**src/rtl/core/htw_ram.sv**
```systemverilog
// Generic simple dual-port RAM with one write port and one registered read port.
// No dependencies.
module htw_ram #(
	parameter int WIDTH = 8,
	parameter int DEPTH = 32
) (
	input  logic                     clk,
	input  logic                     we,
	input  logic [$clog2(DEPTH)-1:0] waddr,
	input  logic [WIDTH-1:0]         wdata,
	input  logic [$clog2(DEPTH)-1:0] raddr,
	output logic [WIDTH-1:0]         rdata
);

	logic [WIDTH-1:0] mem [DEPTH];

	// Write and registered read.
	always_ff @(posedge clk) begin
		if (we) begin
			mem[waddr] <= wdata;
		end
		rdata <= mem[raddr];
	end

endmodule

```
**config.mk**
```make
export PLATFORM = sky130hd
export DESIGN_NAME = htw_ram
export DESIGN_NICKNAME = d
export VERILOG_FILES = /design/src/rtl/core/htw_ram.sv
export SDC_FILE = /design/constraint.sdc
export NUM_CORES = 1
export LEC_CHECK = 0
export ABC_AREA = 0
export BUFFER_PORTS_ARGS = -buffer_cell sky130_fd_sc_hd__clkbuf_2
export CORE_MARGIN = 1.5
export CORE_UTILIZATION = 35
export CTS_BUF_LIST = sky130_fd_sc_hd__clkbuf_2
export CTS_CLUSTER_DIAMETER = 120
export DETAILED_ROUTE_END_ITERATION = 7
export GPL_TIMING_DRIVEN = 0
export PLACE_DENSITY = 0.57
export SYNTH_ARGS = -nofsm -noshare
export SYNTH_HDL_FRONTEND = slang
export SYNTH_SLANG_ARGS = --single-unit
export TNS_END_PERCENT = 100
```
**constraint.sdc**
```tcl
create_clock -name clk -period 6.8 [get_ports clk]
set_clock_uncertainty 0.2 [all_clocks]
set_input_delay 0.68 -clock clk [delete_from_list [all_inputs] [get_ports clk]]
set_output_delay 0.68 -clock clk [all_outputs]
set_load 0.02 [all_outputs]
```
==> qor.yml <==
cts_max_path_buffers: 3
status: "completed"
clock-sinks: 264
ys_ff_latch: 264
place_congestion: 0.739
portBuffers: 22
nets: 528
setup_viol: 0
cts_setup_buffers: 0
via_per_inst: 5.00
worst_pin_slew_ns: 0.981
power_leakage_nw: 3.57
die_width_um: 172
synth_top_area_frac: 0.765
postSynthCellCount: 417
min_period_over_period: 0.389
synth_warnings: 0
power_frac_clock: 0.358
antenna_found_initial: 2
drc: 0
cp_cell_sequence: "clkbuf_1 > buf_1 > mux4_2 > mux4_2 > mux2_2"
hold_class: "in -> reg"
power.total_mw: 3.10
p_comb_frac: 0.058
grt_max_degree: 33
fin_ws_ns: 4.16
cp_slowest_cell: "buf_1"
worstSetupPathType: "in -> reg"
hold-path-endpoint: "rdata[4]"
grt_pass1_wl_um: 31400
top_layer: "met4"
ctsResizeCount: 0
internal_power_mw: 2.38
rsz0062_at_grt: "no"
setup_tns_ns: 0
slew_headroom: 0.346
cts_tree: "yes"
critPathLaunchType: "input pin"
die_height_um: 172
wl_per_cell_um: 22.7
syn_area_um2: 10100
layout-drive-gt1-share: 0.400
p_seq_frac: 0.585
powerDensity_nw_per_um2: 275
wirelength_um: 21000
drt_iter0_drc: 378
final_cell_area_um2: 11300
yosysTopAreaCell: "edfxtp_1"
regToRegEndpoint: "rdata[1]"
rrSetupSlack_ns: 4.72
async_reset_ff_frac: 0
clock_latency_ns: 0.81
cts_root_buf: "clkbuf_2"
synth_ff_type: "edfxtp_1"
p_sw_frac: 0.231
fp-row-count: 61
critPathMaxStageDelay_ns: 0.64
postLayoutCoreUtil: 0.402
p_sw_uw: 715
io_pins: 28
synth_area_leaders: "edfxtp_1 (76%), mux4_2 (18%), dfxtp_1 (1.6%)"
min_path_cells: 2
hp-start: "raddr[3]"
cts_buffers: 67
wl_met2_um: 10000
core_area_um2: 28000
timing.rr.start: "mem[15][1]"
synth_fp_nets: 437
wl_met3_um: 1410
cp.arrival_ns: 3.11
postRouteAntennaNets: 0
synth_edf_count: 256
finalCriticalPeriod_ns: 2.64
place_area_um2: 10600
overflow: 0
maxCapViolations: 0
rr_worst_depth: 3
ir_drop_v: 0.0000878
ys_seq_area_frac: 0.781
ys_types: 15
hold_viol: 0
grt_usage: 0.153
wl_met1_um: 9180
place_hpwl_um: 13600
avgSynthCellArea_um2: 24.1
synth.most_common_cell: "edfxtp_1"
cp_max_fo: 10
endpoint_kind: "flop"
grt_pass1_vias: 4994
initial_core_util: 0.359
place_ws_ns: 3.29
hold_buffers: 0
slew_viol_final: 0
ctsHtreeMaxLevel: 3
cp_common_cell: "mux4_2"
first_pass_iters: 5
fmax_mhz: 378
area.growth.synth_to_final_pct: 12.1
synth_common_cells: "edfxtp_1 (256), mux4_2 (80), nor2_1 (33), dfxtp_1 (8), mux2_2 (8)"
required_ns: 7.27
vias: 4629
die_area_um2: 29700
clk_pin_slew_worst_paths_ns: 0.11
-- critical path, delay by kind of cell --
kind	cells	cell delay (ns)
buffers and inverters	2	1.12
muxes	3	1.30
-- metrics by stage --
stage	std cells	hold WS, ns
2_1_floorplan	417	0.579
3_3_place_gp	817	0.713
3_5_place_dp	817	0.728
4_1_cts	925	0.171
5_1_grt	926	0.196
6_report	926	0.253
-- flip-flops by register name, summed over array words and instances (netlist names) --
register / flops
mem: 256
rdata: 8
-- logic make-up after synthesis --
family,Yosys count,share of synthesized area
simple gates,45,0.0207
mux,88,0.188
buf+inv,20,0.0106
flops,264,0.781
-- worst max-delay path by stage --
stage               startpoint  endpoint  slack (ns)
floorplan             raddr[2]  rdata[0]        4.12
global placement      raddr[2]  rdata[1]        3.26
detailed placement    raddr[2]  rdata[1]        3.29
CTS                   raddr[2]  rdata[1]        4.18
global route          raddr[2]  rdata[1]        4.10
finish                raddr[2]  rdata[1]        4.16
-- power groups by stage --
stage	clock network (mW)	logic (mW)	registers, mW
3_5_place_dp	0	0.184	1.85
4_1_cts	1.14	0.184	1.81
6_report	1.11	0.179	1.81
5_1_grt	1.22	0.194	1.82
2_1_floorplan	0	0.0964	1.86
3_3_place_gp	0	0.179	1.85
-- metal layers --
layer | vias to the layer above | track usage
met1 | 2438 | 0.205
met2 | 165 | 0.238
met4 | 0 | 0.0620
met3 | 30 | 0.0398
met5 | - | 0
li1 | 1996 | -
-- final cells by class --
| type | instances | area, um^2 |
|---|---|---|
| diodes | 1 | 2.50 |
| plain buffers | 20 | 106 |
| clock buffers | 89 | 445 |
| clock inverters | 19 | 186 |
| fillers | 2498 | 16700 |
| multi-input cells | 133 | 2100 |
| flip-flops and latches | 264 | 7850 |
| well taps | 378 | 473 |
| repair buffers | 22 | 110 |
-- placed cells by master, fill, tap and decap left out, types with 2 or more instances in the layout --
master      netlist  layout
clkinvlp_4        0       2
mux2_2            8       8
clkinv_1          0      10
clkbuf_2          0     111
edfxtp_1        256     256
buf_1             6       6
or3b_2            3       3
nand3_1           2       2
clkinv_2          0       2
dfxtp_1           8       8
buf_4             6       6
bufinv_16         0       4
nand3b_1          5       5
mux4_2           80      80
nor2_1           33      33
clkbuf_1          6       6
Power figures use the tool's default switching activity.
